===== config.mk =====
export PLATFORM = sky130hd
export DESIGN_NAME = piece_to_file_extent_splitter_top
export DESIGN_NICKNAME = d
export VERILOG_FILES = /design/src/hw/rtl/pfes_pkg.sv /design/src/hw/rtl/pfes_ram.sv /design/src/hw/rtl/pfes_ctrl.sv /design/src/hw/rtl/pfes_dpath.sv /design/src/hw/rtl/piece_to_file_extent_splitter_top.sv
export SDC_FILE = /design/constraint.sdc
export NUM_CORES = 2
export LEC_CHECK = 0
export ABC_CLOCK_PERIOD_IN_PS = 8600
export BUFFER_PORTS_ARGS = -buffer_cell sky130_fd_sc_hd__buf_2
export CORE_MARGIN = 10
export CORE_UTILIZATION = 45
export DETAILED_ROUTE_END_ITERATION = 7
export PLACE_DENSITY_LB_ADDON = 0.15
export SYNTH_ARGS = -nofsm -noshare
export SYNTH_HDL_FRONTEND = slang
export SYNTH_SLANG_ARGS = --single-unit

===== constraint.sdc =====
create_clock -name clk -period 8.6 [get_ports clk]
set_input_delay 0.86 -clock clk [delete_from_list [all_inputs] [get_ports clk]]
set_output_delay 0.86 -clock clk [all_outputs]
set_load 0.02 [all_outputs]

===== src/hw/rtl/pfes_pkg.sv =====
package pfes_pkg;

	// fixed field widths
	localparam int LEN_W = 48;
	localparam int PL_W = 27;
	localparam int FC_W = 7;
	localparam int ACT_W = 2;
	localparam int SLOT_W = 6;
	localparam int FNUM_W = 6;
	localparam int CFG_IDX_W = 2;

	// defaults
	localparam int MAX_FILES_DEF = 64;
	localparam logic [PL_W-1:0] PIECE_LEN_RST = PL_W'(262144);

	// item actions
	typedef enum logic [ACT_W-1:0] {
		ACT_LOAD = 2'd0,
		ACT_MAP = 2'd1,
		ACT_RESTART = 2'd2
	} action_t;

	// register indexes
	typedef enum logic [CFG_IDX_W-1:0] {
		REG_PIECE_LEN = 2'd0,
		REG_TOTAL_LEN = 2'd1,
		REG_FILE_COUNT = 2'd2
	} reg_idx_t;

	// controller states
	typedef enum logic [1:0] {
		ST_IDLE,
		ST_PRIME,
		ST_SETUP,
		ST_STEP
	} state_t;

	// controller to datapath
	typedef struct packed {
		logic load_wr;
		logic rewind;
		logic map_go;
		logic first_map;
		logic prime;
		logic setup;
		logic step;
	} pfes_cmd_t;

	// datapath to controller
	typedef struct packed {
		logic started;
		logic out_free;
		logic step_done;
	} pfes_stat_t;

endpackage


===== src/hw/rtl/pfes_ram.sv =====
module pfes_ram #(
	parameter int WIDTH = 48,
	parameter int DEPTH = 64,
	localparam int AW = (DEPTH > 1) ? $clog2(DEPTH) : 1
) (
	input  logic             clk,
	input  logic             we,
	input  logic [AW-1:0]    waddr,
	input  logic [WIDTH-1:0] wdata,
	input  logic             re,
	input  logic [AW-1:0]    raddr,
	output logic [WIDTH-1:0] rdata
);

	logic [WIDTH-1:0] mem [DEPTH];

	// write port
	always_ff @(posedge clk) begin
		if (we) begin
			mem[waddr] <= wdata;
		end
	end

	// registered read port
	always_ff @(posedge clk) begin
		if (re) begin
			rdata <= mem[raddr];
		end
	end

endmodule


===== src/hw/rtl/pfes_ctrl.sv =====
module pfes_ctrl (
	input  logic                            clk,
	input  logic                            arst_n,
	input  logic                            in_valid,
	input  logic [pfes_pkg::ACT_W-1:0]      action,
	input  pfes_pkg::pfes_stat_t            stat,
	output logic                            in_stall,
	output pfes_pkg::pfes_cmd_t             cmd
);

	import pfes_pkg::*;

	state_t state_q, state_d;
	logic   accept;
	logic   act_load, act_map, act_restart;

	// action decode
	always_comb begin
		act_load = 1'b0;
		act_map = 1'b0;
		act_restart = 1'b0;
		unique case (action_t'(action))
			ACT_LOAD: act_load = 1'b1;
			ACT_MAP: act_map = 1'b1;
			ACT_RESTART: act_restart = 1'b1;
			default: ;
		endcase
	end

	assign accept = in_valid && (state_q == ST_IDLE);

	// next state
	always_comb begin
		state_d = state_q;
		unique case (state_q)
			ST_IDLE: begin
				if (accept && act_map) begin
					state_d = stat.started ? ST_SETUP : ST_PRIME;
				end
			end
			ST_PRIME: state_d = ST_SETUP;
			ST_SETUP: state_d = ST_STEP;
			ST_STEP: begin
				if (stat.out_free && stat.step_done) begin
					state_d = ST_IDLE;
				end
			end
			default: state_d = ST_IDLE;
		endcase
	end

	always_ff @(posedge clk or negedge arst_n) begin
		if (!arst_n) begin
			state_q <= ST_IDLE;
		end else begin
			state_q <= state_d;
		end
	end

	// command outputs
	always_comb begin
		in_stall = (state_q != ST_IDLE);
		cmd.load_wr = accept && act_load;
		cmd.rewind = accept && act_restart;
		cmd.map_go = accept && act_map;
		cmd.first_map = accept && act_map && !stat.started;
		cmd.prime = (state_q == ST_PRIME);
		cmd.setup = (state_q == ST_SETUP);
		cmd.step = (state_q == ST_STEP) && stat.out_free;
	end

endmodule


===== src/hw/rtl/pfes_dpath.sv =====
module pfes_dpath #(
	parameter int MAX_FILES = pfes_pkg::MAX_FILES_DEF
) (
	input  logic                               clk,
	input  logic                               arst_n,
	input  pfes_pkg::pfes_cmd_t                cmd,
	output pfes_pkg::pfes_stat_t               stat,
	input  logic                               cfg_we,
	input  logic [pfes_pkg::CFG_IDX_W-1:0]     cfg_index,
	input  logic [pfes_pkg::LEN_W-1:0]         cfg_data,
	input  logic [pfes_pkg::SLOT_W-1:0]        file_slot,
	input  logic [pfes_pkg::LEN_W-1:0]         file_bytes,
	output logic                               out_valid,
	input  logic                               out_stall,
	output logic [pfes_pkg::LEN_W-1:0]         piece_number,
	output logic [pfes_pkg::FNUM_W-1:0]        file_number,
	output logic [pfes_pkg::LEN_W-1:0]         file_offset,
	output logic [pfes_pkg::PL_W-1:0]          extent_bytes,
	output logic                               last,
	output logic                               fault
);

	import pfes_pkg::*;

	localparam int AW = (MAX_FILES > 1) ? $clog2(MAX_FILES) : 1;
	localparam int CW = $clog2(MAX_FILES + 1) + 1;

	// configuration registers
	logic [PL_W-1:0]  piece_len_q;
	logic [LEN_W-1:0] total_len_q;
	logic [FC_W-1:0]  file_count_q;

	// walk state
	logic [CW-1:0]    cur_q;
	logic [LEN_W-1:0] rem_q;
	logic [LEN_W-1:0] cons_q;
	logic [LEN_W-1:0] next_piece_q;
	logic [LEN_W-1:0] bytes_left_q;
	logic             started_q;
	logic [PL_W-1:0]  prem_q;
	logic [PL_W-1:0]  plen_q;
	logic             first_q;
	logic             empty_q;
	logic             out_valid_q;

	logic [CW-1:0]    fc;
	logic [CW-1:0]    cur_p1, cur_p2;
	logic [LEN_W-1:0] prem_x;
	logic             rem_gt, rem_eq, rem_lt;
	logic             fast, flt, take, full, done, advance;
	logic [PL_W-1:0]  pl_min1, plen;
	logic             ram_we, ram_re;
	logic [AW-1:0]    ram_raddr;
	logic [LEN_W-1:0] ram_rdata;

	// configuration writes
	always_ff @(posedge clk or negedge arst_n) begin
		if (!arst_n) begin
			piece_len_q <= PIECE_LEN_RST;
			total_len_q <= '0;
			file_count_q <= FC_W'(1);
		end else if (cfg_we) begin
			unique case (reg_idx_t'(cfg_index))
				REG_PIECE_LEN: piece_len_q <= cfg_data[PL_W-1:0];
				REG_TOTAL_LEN: total_len_q <= cfg_data;
				REG_FILE_COUNT: file_count_q <= cfg_data[FC_W-1:0];
				default: ;
			endcase
		end
	end

	// clamped file count
	always_comb begin
		if (file_count_q == '0) begin
			fc = CW'(1);
		end else if (file_count_q > FC_W'(MAX_FILES)) begin
			fc = CW'(MAX_FILES);
		end else begin
			fc = CW'(file_count_q);
		end
	end

	assign cur_p1 = cur_q + CW'(1);
	assign cur_p2 = cur_q + CW'(2);

	// length table, next entry is prefetched one step ahead
	assign ram_we = cmd.load_wr && (FC_W'(file_slot) < FC_W'(MAX_FILES));
	assign ram_re = cmd.map_go || cmd.prime || cmd.step;
	always_comb begin
		if (cmd.first_map) begin
			ram_raddr = '0;
		end else if (cmd.step) begin
			ram_raddr = cur_p2[AW-1:0];
		end else begin
			ram_raddr = cur_p1[AW-1:0];
		end
	end

	pfes_ram #(
		.WIDTH(LEN_W),
		.DEPTH(MAX_FILES)
	) u_table (
		.clk  (clk),
		.we   (ram_we),
		.waddr(file_slot[AW-1:0]),
		.wdata(file_bytes),
		.re   (ram_re),
		.raddr(ram_raddr),
		.rdata(ram_rdata)
	);

	// piece length for this item
	always_comb begin
		pl_min1 = (piece_len_q == '0) ? PL_W'(1) : piece_len_q;
		plen = (LEN_W'(pl_min1) > bytes_left_q) ? bytes_left_q[PL_W-1:0] : pl_min1;
	end

	// one extent decision
	always_comb begin
		prem_x = LEN_W'(prem_q);
		rem_gt = rem_q > prem_x;
		rem_eq = rem_q == prem_x;
		rem_lt = rem_q < prem_x;
		fast = !empty_q && first_q && (cur_q < fc) && !rem_lt;
		flt = empty_q || (!fast && ((cur_q >= fc) || (rem_lt && (cur_p1 >= fc))));
		take = !flt && (fast || rem_gt);
		full = !flt && !take;
		done = flt || take || (full && rem_eq);
		advance = done && !flt;
	end

	// walk state updates
	always_ff @(posedge clk or negedge arst_n) begin
		if (!arst_n) begin
			cur_q <= '0;
			rem_q <= '0;
			cons_q <= '0;
			next_piece_q <= '0;
			bytes_left_q <= '0;
			started_q <= 1'b0;
		end else if (cmd.rewind) begin
			cur_q <= '0;
			rem_q <= '0;
			cons_q <= '0;
			next_piece_q <= '0;
			bytes_left_q <= total_len_q;
			started_q <= 1'b0;
		end else if (cmd.first_map) begin
			cur_q <= '0;
			cons_q <= '0;
			bytes_left_q <= total_len_q;
			started_q <= 1'b1;
		end else if (cmd.prime) begin
			rem_q <= ram_rdata;
		end else if (cmd.step) begin
			if (take) begin
				rem_q <= rem_q - prem_x;
				cons_q <= cons_q + prem_x;
			end else if (full) begin
				cur_q <= cur_p1;
				rem_q <= (cur_p1 < fc) ? ram_rdata : '0;
				cons_q <= '0;
			end
			if (advance) begin
				next_piece_q <= next_piece_q + LEN_W'(1);
				bytes_left_q <= bytes_left_q - LEN_W'(plen_q);
			end
		end
	end

	// per item working values
	always_ff @(posedge clk) begin
		if (cmd.setup) begin
			prem_q <= plen;
			plen_q <= plen;
			first_q <= 1'b1;
			empty_q <= (bytes_left_q == '0);
		end else if (cmd.step && full) begin
			prem_q <= prem_q - rem_q[PL_W-1:0];
			first_q <= 1'b0;
		end
	end

	// output register
	always_ff @(posedge clk or negedge arst_n) begin
		if (!arst_n) begin
			out_valid_q <= 1'b0;
		end else if (cmd.step) begin
			out_valid_q <= 1'b1;
		end else if (!out_stall) begin
			out_valid_q <= 1'b0;
		end
	end

	always_ff @(posedge clk) begin
		if (cmd.step) begin
			piece_number <= next_piece_q;
			file_number <= flt ? '0 : FNUM_W'(cur_q);
			file_offset <= flt ? '0 : cons_q;
			extent_bytes <= flt ? '0 : (take ? prem_q : rem_q[PL_W-1:0]);
			last <= flt || take || rem_eq;
			fault <= flt;
		end
	end

	assign out_valid = out_valid_q;

	// status
	assign stat.started = started_q;
	assign stat.out_free = !out_valid_q || !out_stall;
	assign stat.step_done = done;

endmodule


===== src/hw/rtl/piece_to_file_extent_splitter_top.sv =====
// channel   direction  handshake             payload
// in        input      in_valid / in_stall   action, file_slot, file_bytes
// out       output     out_valid / out_stall piece_number, file_number, file_offset,
//                                            extent_bytes, last, fault
// cfg       input      cfg_we                cfg_index, cfg_data
//
// load, restart and unused items do not hold the input; a map item passes the setup state
// (first the prime state after reset or restart, for the table read of file zero)
// and then takes one cycle per extent while the output is free.
// the table is a registered-read ram; the next entry is prefetched while an extent goes out.
// reset clears all control state at once; the table holds nothing until loaded.
// a stalled output holds the extent stepper; the next item is taken while the last
// result still waits in the output register.
module piece_to_file_extent_splitter_top #(
	parameter int MAX_FILES = pfes_pkg::MAX_FILES_DEF
) (
	input  logic                               clk,
	input  logic                               arst_n,
	input  logic                               in_valid,
	output logic                               in_stall,
	input  logic [pfes_pkg::ACT_W-1:0]         action,
	input  logic [pfes_pkg::SLOT_W-1:0]        file_slot,
	input  logic [pfes_pkg::LEN_W-1:0]         file_bytes,
	output logic                               out_valid,
	input  logic                               out_stall,
	output logic [pfes_pkg::LEN_W-1:0]         piece_number,
	output logic [pfes_pkg::FNUM_W-1:0]        file_number,
	output logic [pfes_pkg::LEN_W-1:0]         file_offset,
	output logic [pfes_pkg::PL_W-1:0]          extent_bytes,
	output logic                               last,
	output logic                               fault,
	input  logic                               cfg_we,
	input  logic [pfes_pkg::CFG_IDX_W-1:0]     cfg_index,
	input  logic [pfes_pkg::LEN_W-1:0]         cfg_data
);

	import pfes_pkg::*;

	pfes_cmd_t  cmd;
	pfes_stat_t stat;

	// sequencer
	pfes_ctrl u_ctrl (
		.clk     (clk),
		.arst_n  (arst_n),
		.in_valid(in_valid),
		.action  (action),
		.stat    (stat),
		.in_stall(in_stall),
		.cmd     (cmd)
	);

	// table, walk state and output register
	pfes_dpath #(
		.MAX_FILES(MAX_FILES)
	) u_dpath (
		.clk         (clk),
		.arst_n      (arst_n),
		.cmd         (cmd),
		.stat        (stat),
		.cfg_we      (cfg_we),
		.cfg_index   (cfg_index),
		.cfg_data    (cfg_data),
		.file_slot   (file_slot),
		.file_bytes  (file_bytes),
		.out_valid   (out_valid),
		.out_stall   (out_stall),
		.piece_number(piece_number),
		.file_number (file_number),
		.file_offset (file_offset),
		.extent_bytes(extent_bytes),
		.last        (last),
		.fault       (fault)
	);

endmodule


# After elaboration in Yosys (flattened, before gate mapping)
# Memories as Yosys holds them, arrays and structs flattened. A register that Yosys moved wholly into a read port is not among the register bits.
# Index checks and enable logic that the tools add are counted.
word_totals:
  register_bits: 473
  out_inout_bits: 133
  mem_bits_rw: 3072
  input_bits: 111
  mem_count: 1
  wordCells: 163
memory_table:
  columns: ["name", "depth", "word_bits", "rd", "rd_clocked_by_memory_dff", "wr", "line_no", "source"]
  rows:
  - ["u_dpath.u_table.mem", 64, 48, 1, 1, 1, "pfes_ram.sv:15", "logic [WIDTH-1:0] mem [DEPTH];"]
op_classes:
  n_addsub: 7
  eq_ne: 15
  reduce_logical: 60
  order_cmp: 8
  muxes: 51
op_table:
  columns: ["op", "n"]
  rows:
  - ["2-to-1 mux 48 bit", 23]
  - ["2-to-1 mux 27 bit", 5]
  - ["subtractor 48 x 27 -> 48 bit", 2]
  - ["2-to-1 mux 8 bit", 7]
  - ["adder 48 x 1 -> 48 bit (second input constant)", 1]
  - ["adder 48 x 27 -> 48 bit", 1]
  - ["== test 48 x 27 -> 1 bit", 1]
  - ["greater-than comparator 27 x 48 -> 1 bit", 1]
  - ["greater-than comparator 48 x 27 -> 1 bit", 1]
  - ["logical NOT 48 bit", 1]
  - ["< comparator 48 x 27 -> 1 bit", 1]
  - ["logical NOT 27 bit", 1]
  - ["subtractor 27 bit", 1]
  - ["logical AND 1 bit", 17]
  - [">= comparator 8 bit", 2]
  - ["< comparator 8 bit", 2]
  - ["2-to-1 mux 6 bit", 2]
  - ["nonzero test 3 bit", 4]
  - ["nonzero test 2 bit", 5]
  - ["logical OR 1 bit", 9]
  - ["2-to-1 mux 1 bit", 9]
  - ["AND reduction 3 bit", 3]
  - ["adder 8 x 1 -> 8 bit (second input constant)", 1]
  - ["== test 2 bit (second input constant)", 4]
  - ["other kinds (15)", 37]

# Longest topological paths before layout
logic_depth:
  depth_word: 21
  depth_mapped: 17
  depth_no_buf: 14

# Cells and area by module
# Synthesis repeated with hierarchy kept, for this count alone.
unflattened:
  hier_cells: 7664
  area_unflattened_um2: 145047.9
by_module_without_submodules:
  columns: ["mod", "area_each_um2", "seq_area_each_um2", "cells_each", "instances"]
  rows:
  - ["pfes_ram", 117597.8, 93689.9, 4970, 1]
  - ["pfes_dpath", 27212.3, 12714.7, 2670, 1]
  - ["pfes_ctrl", 237.7, 50.0, 24, 1]

# Least setup slack after synthesis
# No wires, ideal clock.
synth_timing:
  kind: "input -> register"
  from: "input port out_stall"
  to: "register u_dpath.u_table.rdata[37], read port of u_dpath.u_table.mem, data pin"
  slack_ns: 1.027
  cell_stages: 12
  n_path_buf: 5
  setup_ns: 0.270
  t_required_ns: 8.330
  arrival_ns: 7.303
  cell_sequence: "a21boi_1 > clkbuf_1 > o21ai_0 > xnor2_1 > and2_1 > clkbuf_1 > clkbuf_1 > clkbuf_1 > clkbuf_1 > a31oi_1 > a21oi_1 > a21oi_1"
synth_lines:
  columns: ["item", "line_no", "source"]
  rows:
  - ["start: declaration", "piece_to_file_extent_splitter_top.sv:25", "input logic out_stall,"]
  - ["end: declaration", "pfes_ram.sv:12", "output logic [WIDTH-1:0] rdata"]

# Worst setup path in the final report
layout_timing:
  from: "register u_dpath.prem_q[1]"
  to: "register u_dpath.rem_q[15]"
layout_between:
  elab_chain_cells: 13
  elab_cells_between_ends: 22
  cone_classes: "1 x add/sub; 2 x order compare; 5 x mux; 14 x reduce/logical"
layout_rtl:
  columns: ["item", "line_no", "source"]
  rows:
  - ["start: declaration", "pfes_dpath.sv:40", "logic [PL_W-1:0] prem_q;"]
  - ["start signal: assignment", "pfes_dpath.sv:174", "prem_q <= plen;"]
  - ["start signal: assignment", "pfes_dpath.sv:179", "prem_q <= prem_q - rem_q[PL_W-1:0];"]
  - ["< comparator 48 x 27 -> 1 bit", "pfes_dpath.sv:123", "rem_lt = rem_q < prem_x;"]
  - ["logical NOT 1 bit", "pfes_dpath.sv:124", "fast = !empty_q && first_q && (cur_q < fc) && !rem_lt;"]
  - ["logical AND 1 bit", "pfes_dpath.sv:124", null]
  - ["logical NOT 1 bit", "pfes_dpath.sv:125", "flt = empty_q || (!fast && ((cur_q >= fc) || (rem_lt && (cur_p1 >= fc))));"]
  - ["logical AND 1 bit", "pfes_dpath.sv:125", null]
  - ["logical OR 1 bit", "pfes_dpath.sv:125", null]
  - ["logical NOT 1 bit", "pfes_dpath.sv:126, pfes_dpath.sv:127", null]
  - ["logical AND 1 bit", "pfes_dpath.sv:126", "take = !flt && (fast || rem_gt);"]
  - ["2-to-1 mux 48 bit", "pfes_dpath.sv:156", "if (take) begin"]
  - ["2-to-1 mux 48 bit", "pfes_dpath.sv:155", "end else if (cmd.step) begin"]
  - ["2-to-1 mux 48 bit", "pfes_dpath.sv:153", "end else if (cmd.prime) begin"]
  - ["2-to-1 mux 48 bit", "pfes_dpath.sv:148", "end else if (cmd.first_map) begin"]
  - ["2-to-1 mux 48 bit", "pfes_dpath.sv:141", "end else if (cmd.rewind) begin"]
  - ["end signal: assignment", "pfes_dpath.sv:154", "rem_q <= ram_rdata;"]
  - ["end signal: assignment", "pfes_dpath.sv:157", "rem_q <= rem_q - prem_x;"]
  - ["end signal: assignment", "pfes_dpath.sv:161", "rem_q <= (cur_p1 < fc) ? ram_rdata : '0;"]
  - ["end: declaration", "pfes_dpath.sv:35", "logic [LEN_W-1:0] rem_q;"]
# Parallel ways exist; a longest one is shown, timed or not. The select of a mux whose other input is x is not followed.
# A chain may end at the register's enable or synchronous reset.

==> run_results.csv <==
group,metric,value,unit
pwr,ir_worst_vdd,0.0003619,V
synthesis,synth.most_common_cell,"edfxtp_1",
synthesis,synth_compound_gate_area_share,9.712,%
cts,cts_buffers,385,
cts,cts.root.buffer_cell,"clkbuf_16",
layout,drive_above_1_share,10.64,%
synthesis,synth_top_family_by_area,"simple AND/OR/NAND/NOR gates",
global_routing,grt_max_degree,168,
synthesis,synth_xor_area_share,0.9186,%
sta,tightest_slew,1405,ps
synthesis,syn_inst,11738,
die,die_area,358300,um2
cts,clock-sinks,3593,
route,drcViolationCount,0,
setup_path,path_max_fanout,32,
run,cap_violations,0,
synthesis,synthTopCellsByCount,"edfxtp_1, nand2_1, nand3_1",
sta,slew_headroom,6.321,%
layout,synthToLayoutAreaGrowth,12.68,%
synthesis,yosys.area.top_type,"edfxtp_1",
synthesis,synth_top_area_share,65.90,%
global_routing,grt_usage,26.05,%
synthesis,synthAdderAreaFrac,1.349,%
synthesis,ys_types,84,
placement,dpl_cell_area,157100,um2
global_routing,grt-ovfl-total,0,
layout,final_nets,12006,
layout,fin_cells,16463,
synthesis,synthArstFlopShare,7.960,%
die,rows,212,
synthesis,ys_top_cells_by_area,"edfxtp_1, dfrtp_1, nand2_1, nand3_1, o311ai_0",
global_routing,grt_first_pass_wirelength,697400,um
cts,clk_latency,980,ps
setup_path,cp.arrival,6590,ps
cts,htree_levels,5,
route,routed_wl,484500,um
pwr,total_power,53580,uW
synthesis,synth_edf_count,3306,
die,initial_core_util,45.18,%
global_routing,antenna_found_initial,43,
setup_path,crit_path_end_kind,"register",
sta,fin_crit,5730,ps
cts,tritoncts,"built",
synthesis,syn_nets,12009,
route,ant_nets,0,
die,coreArea,333400,um2
sta,skew,63.25,ps
sta,rsz0062_at_grt,"false",
setup_path,critPathRequiredTime,9460,ps
sta,fin_crit_sh,66.62,%
synthesis,synth_warnings,0,
sta,finalSetupViolations,0,
cts,path_clk_slew,60,ps
outcome,outcome,"completed",
cts,clk_path_buf_depth,4,
layout,final_cell_area,169800,um2
route,wire_per_inst,29.43,um
global_routing,grt_pass1_vias,99174,
pwr,p_leak,0.05753,uW
synthesis,ys_seq_elements,3593,
die,fp.dieW,598.6,um
placement,hpwlAfterDp,271400,um
route,viasPerCell,6.254,
synthesis,ys.flop_type,"edfxtp_1",
sta,fmax,174.5,MHz
synthesis,yosys-mux-area-fraction,0.9609,%
synthesis,syn-mean-instance-area,12.83,um2
setup_path,reg2reg_depth,13,
hold_path,min_path_cells,2,
route,num_vias,102964,
placement,io_buffers,243,
synthesis,yosys.area_share.simple,13.74,%
pwr,power.density,315.6,nW/um2
route,drt_iter0_markers,12975,
die,chipHeight,598.6,um
hold_path,hold_path.class,"input pin to register",
sta,final_hold_viol_count,0,
sta,finalSetupTns,0,ps
sta,slew_viol_final,0,
setup_path,path_class,"register to register",
die,pin_count,244,
synthesis,synth.yosys.seq_area_share,70.66,%
placement,gp_congestion,0.8743,
placement,dp_cells,15734,
synthesis,synthesis.area,150600,um2
setup_path,start_kind,"register",
route,drt-pass1-iter-count,6,
[kinds of logic after synthesis]
| family | Yosys count |
|---|---|
| AO/OA/AOI/OAI | 2104 |
| XOR/XNOR | 158 |
| adder cells (fa/ha/maj) | 160 |
| buffers and inverters | 1056 |
| flip-flops | 3593 |
| multiplexers | 131 |
| AND/OR/NAND/NOR | 4536 |
[final cells by class]
| class | count | area (um2) |
|---|---|---|
| inverter | 160 | 600.6 |
| timing repair buffer | 506 | 3679 |
| sequential | 3593 | 106500 |
| clock inverter | 224 | 2330 |
| antenna | 18 | 45.04 |
| tap | 4387 | 5489 |
| multi-input combinational | 7089 | 40840 |
| clock buffer | 486 | 10310 |
| fill | 28293 | 163700 |
[placed cells by master, fill, tap and decap left out, drive strengths merged, types with 28 or more instances in the layout]
master,count
buf,505
o22ai,34
nand3,851
nor2,650
a211oi,81
nor3,493
mux2,109
a21oi,493
nor4,30
clkinv,163
o311ai,362
a21o,49
inv,177
ha,156
xnor2,77
o31ai,33
a31oi,131
xor2,81
or3,404
dfrtp,284
nand2,1793
and2,62
o21ai,233
edfxtp,3306
bufinv,41
nand4,38
a311oi,191
clkbuf,486
o211ai,376
nor2b,28
and3,112
[flip-flops by register name (all words and copies together) (netlist names), 8 cells and up]
register and cells:
u_dpath.bytes_left_q 48, u_dpath.cons_q 48, u_dpath.cur_q 8, u_dpath.extent_bytes 27, u_dpath.file_offset 48, u_dpath.next_piece_q 48, u_dpath.piece_len_q 27, u_dpath.piece_number 48
u_dpath.plen_q 27, u_dpath.prem_q 27, u_dpath.rem_q 48, u_dpath.total_len_q 48, u_dpath.u_table.mem 3072, u_dpath.u_table.rdata 48
[worst max-delay path, cell delays in order (launching register included)]
cell	delay [ps]
edfxtp_1	540
inv_1	200
fa_1	510
a211oi_1	280
o211ai_1	170
a31oi_1	350
o2111ai_1	230
a21oi_2	670
or3_1	200
buf_4	390
a21o_1	860
and2_1	810
a221oi_1	220
a21oi_1	180
[report_power, final]
group / internal, uW / switching, uW / total, uW / leakage [uW]
sequential: 20300 / 1090 / 21300 / 0.0334
combinational: 4950 / 10600 / 15500 / 0.0179
clock: 9730 / 6990 / 16700 / 0.00621
total: 34900 / 18600 / 53600 / 0.0575
[repair_timing]
action / 4_1_cts / 5_1_grt
hold endpoints to repair: 88 / 0
resized for setup: 0 / 0
hold buffers: 1 / 0
buffers inserted: 0 / 0
setup endpoints to repair: 0 / 0
[metrics by stage]
stage	worst slack, ps	util, %	hold slack, ps
2_1_floorplan	1027	-	423.1
6_report	2870	50.91	143.0
3_5_place_dp	2771	47.10	457.7
5_1_grt	2560	50.90	113.2
3_3_place_gp	2788	47.10	457.6
4_1_cts	2967	50.90	74.55
[final timing paths]
check / start / end / slack (ps)
min reg2reg: u_dpath.next_piece_q[47] / u_dpath.piece_number[47] / 470
min: cfg_data[34] / u_dpath.total_len_q[34] / 140
max: u_dpath.prem_q[1] / u_dpath.rem_q[15] / 2870
min in group asynchronous: arst_n / u_dpath.total_len_q[47] / 580
max reg2reg: u_dpath.prem_q[1] / u_dpath.rem_q[15] / 2870
max in group asynchronous: arst_n / u_dpath.piece_len_q[26] / 6590
[layer usage]
metal	global-route usage, %	up-vias	part of all wire (%)
li1	-	44555	-
met1	36.39	52239	41
met2	41.30	5198	46
met3	4.756	950	9.6
met4	8.911	22	3.7
met5	0	-	0.028
No activity file was read; power rests on OpenSTA's default activity.
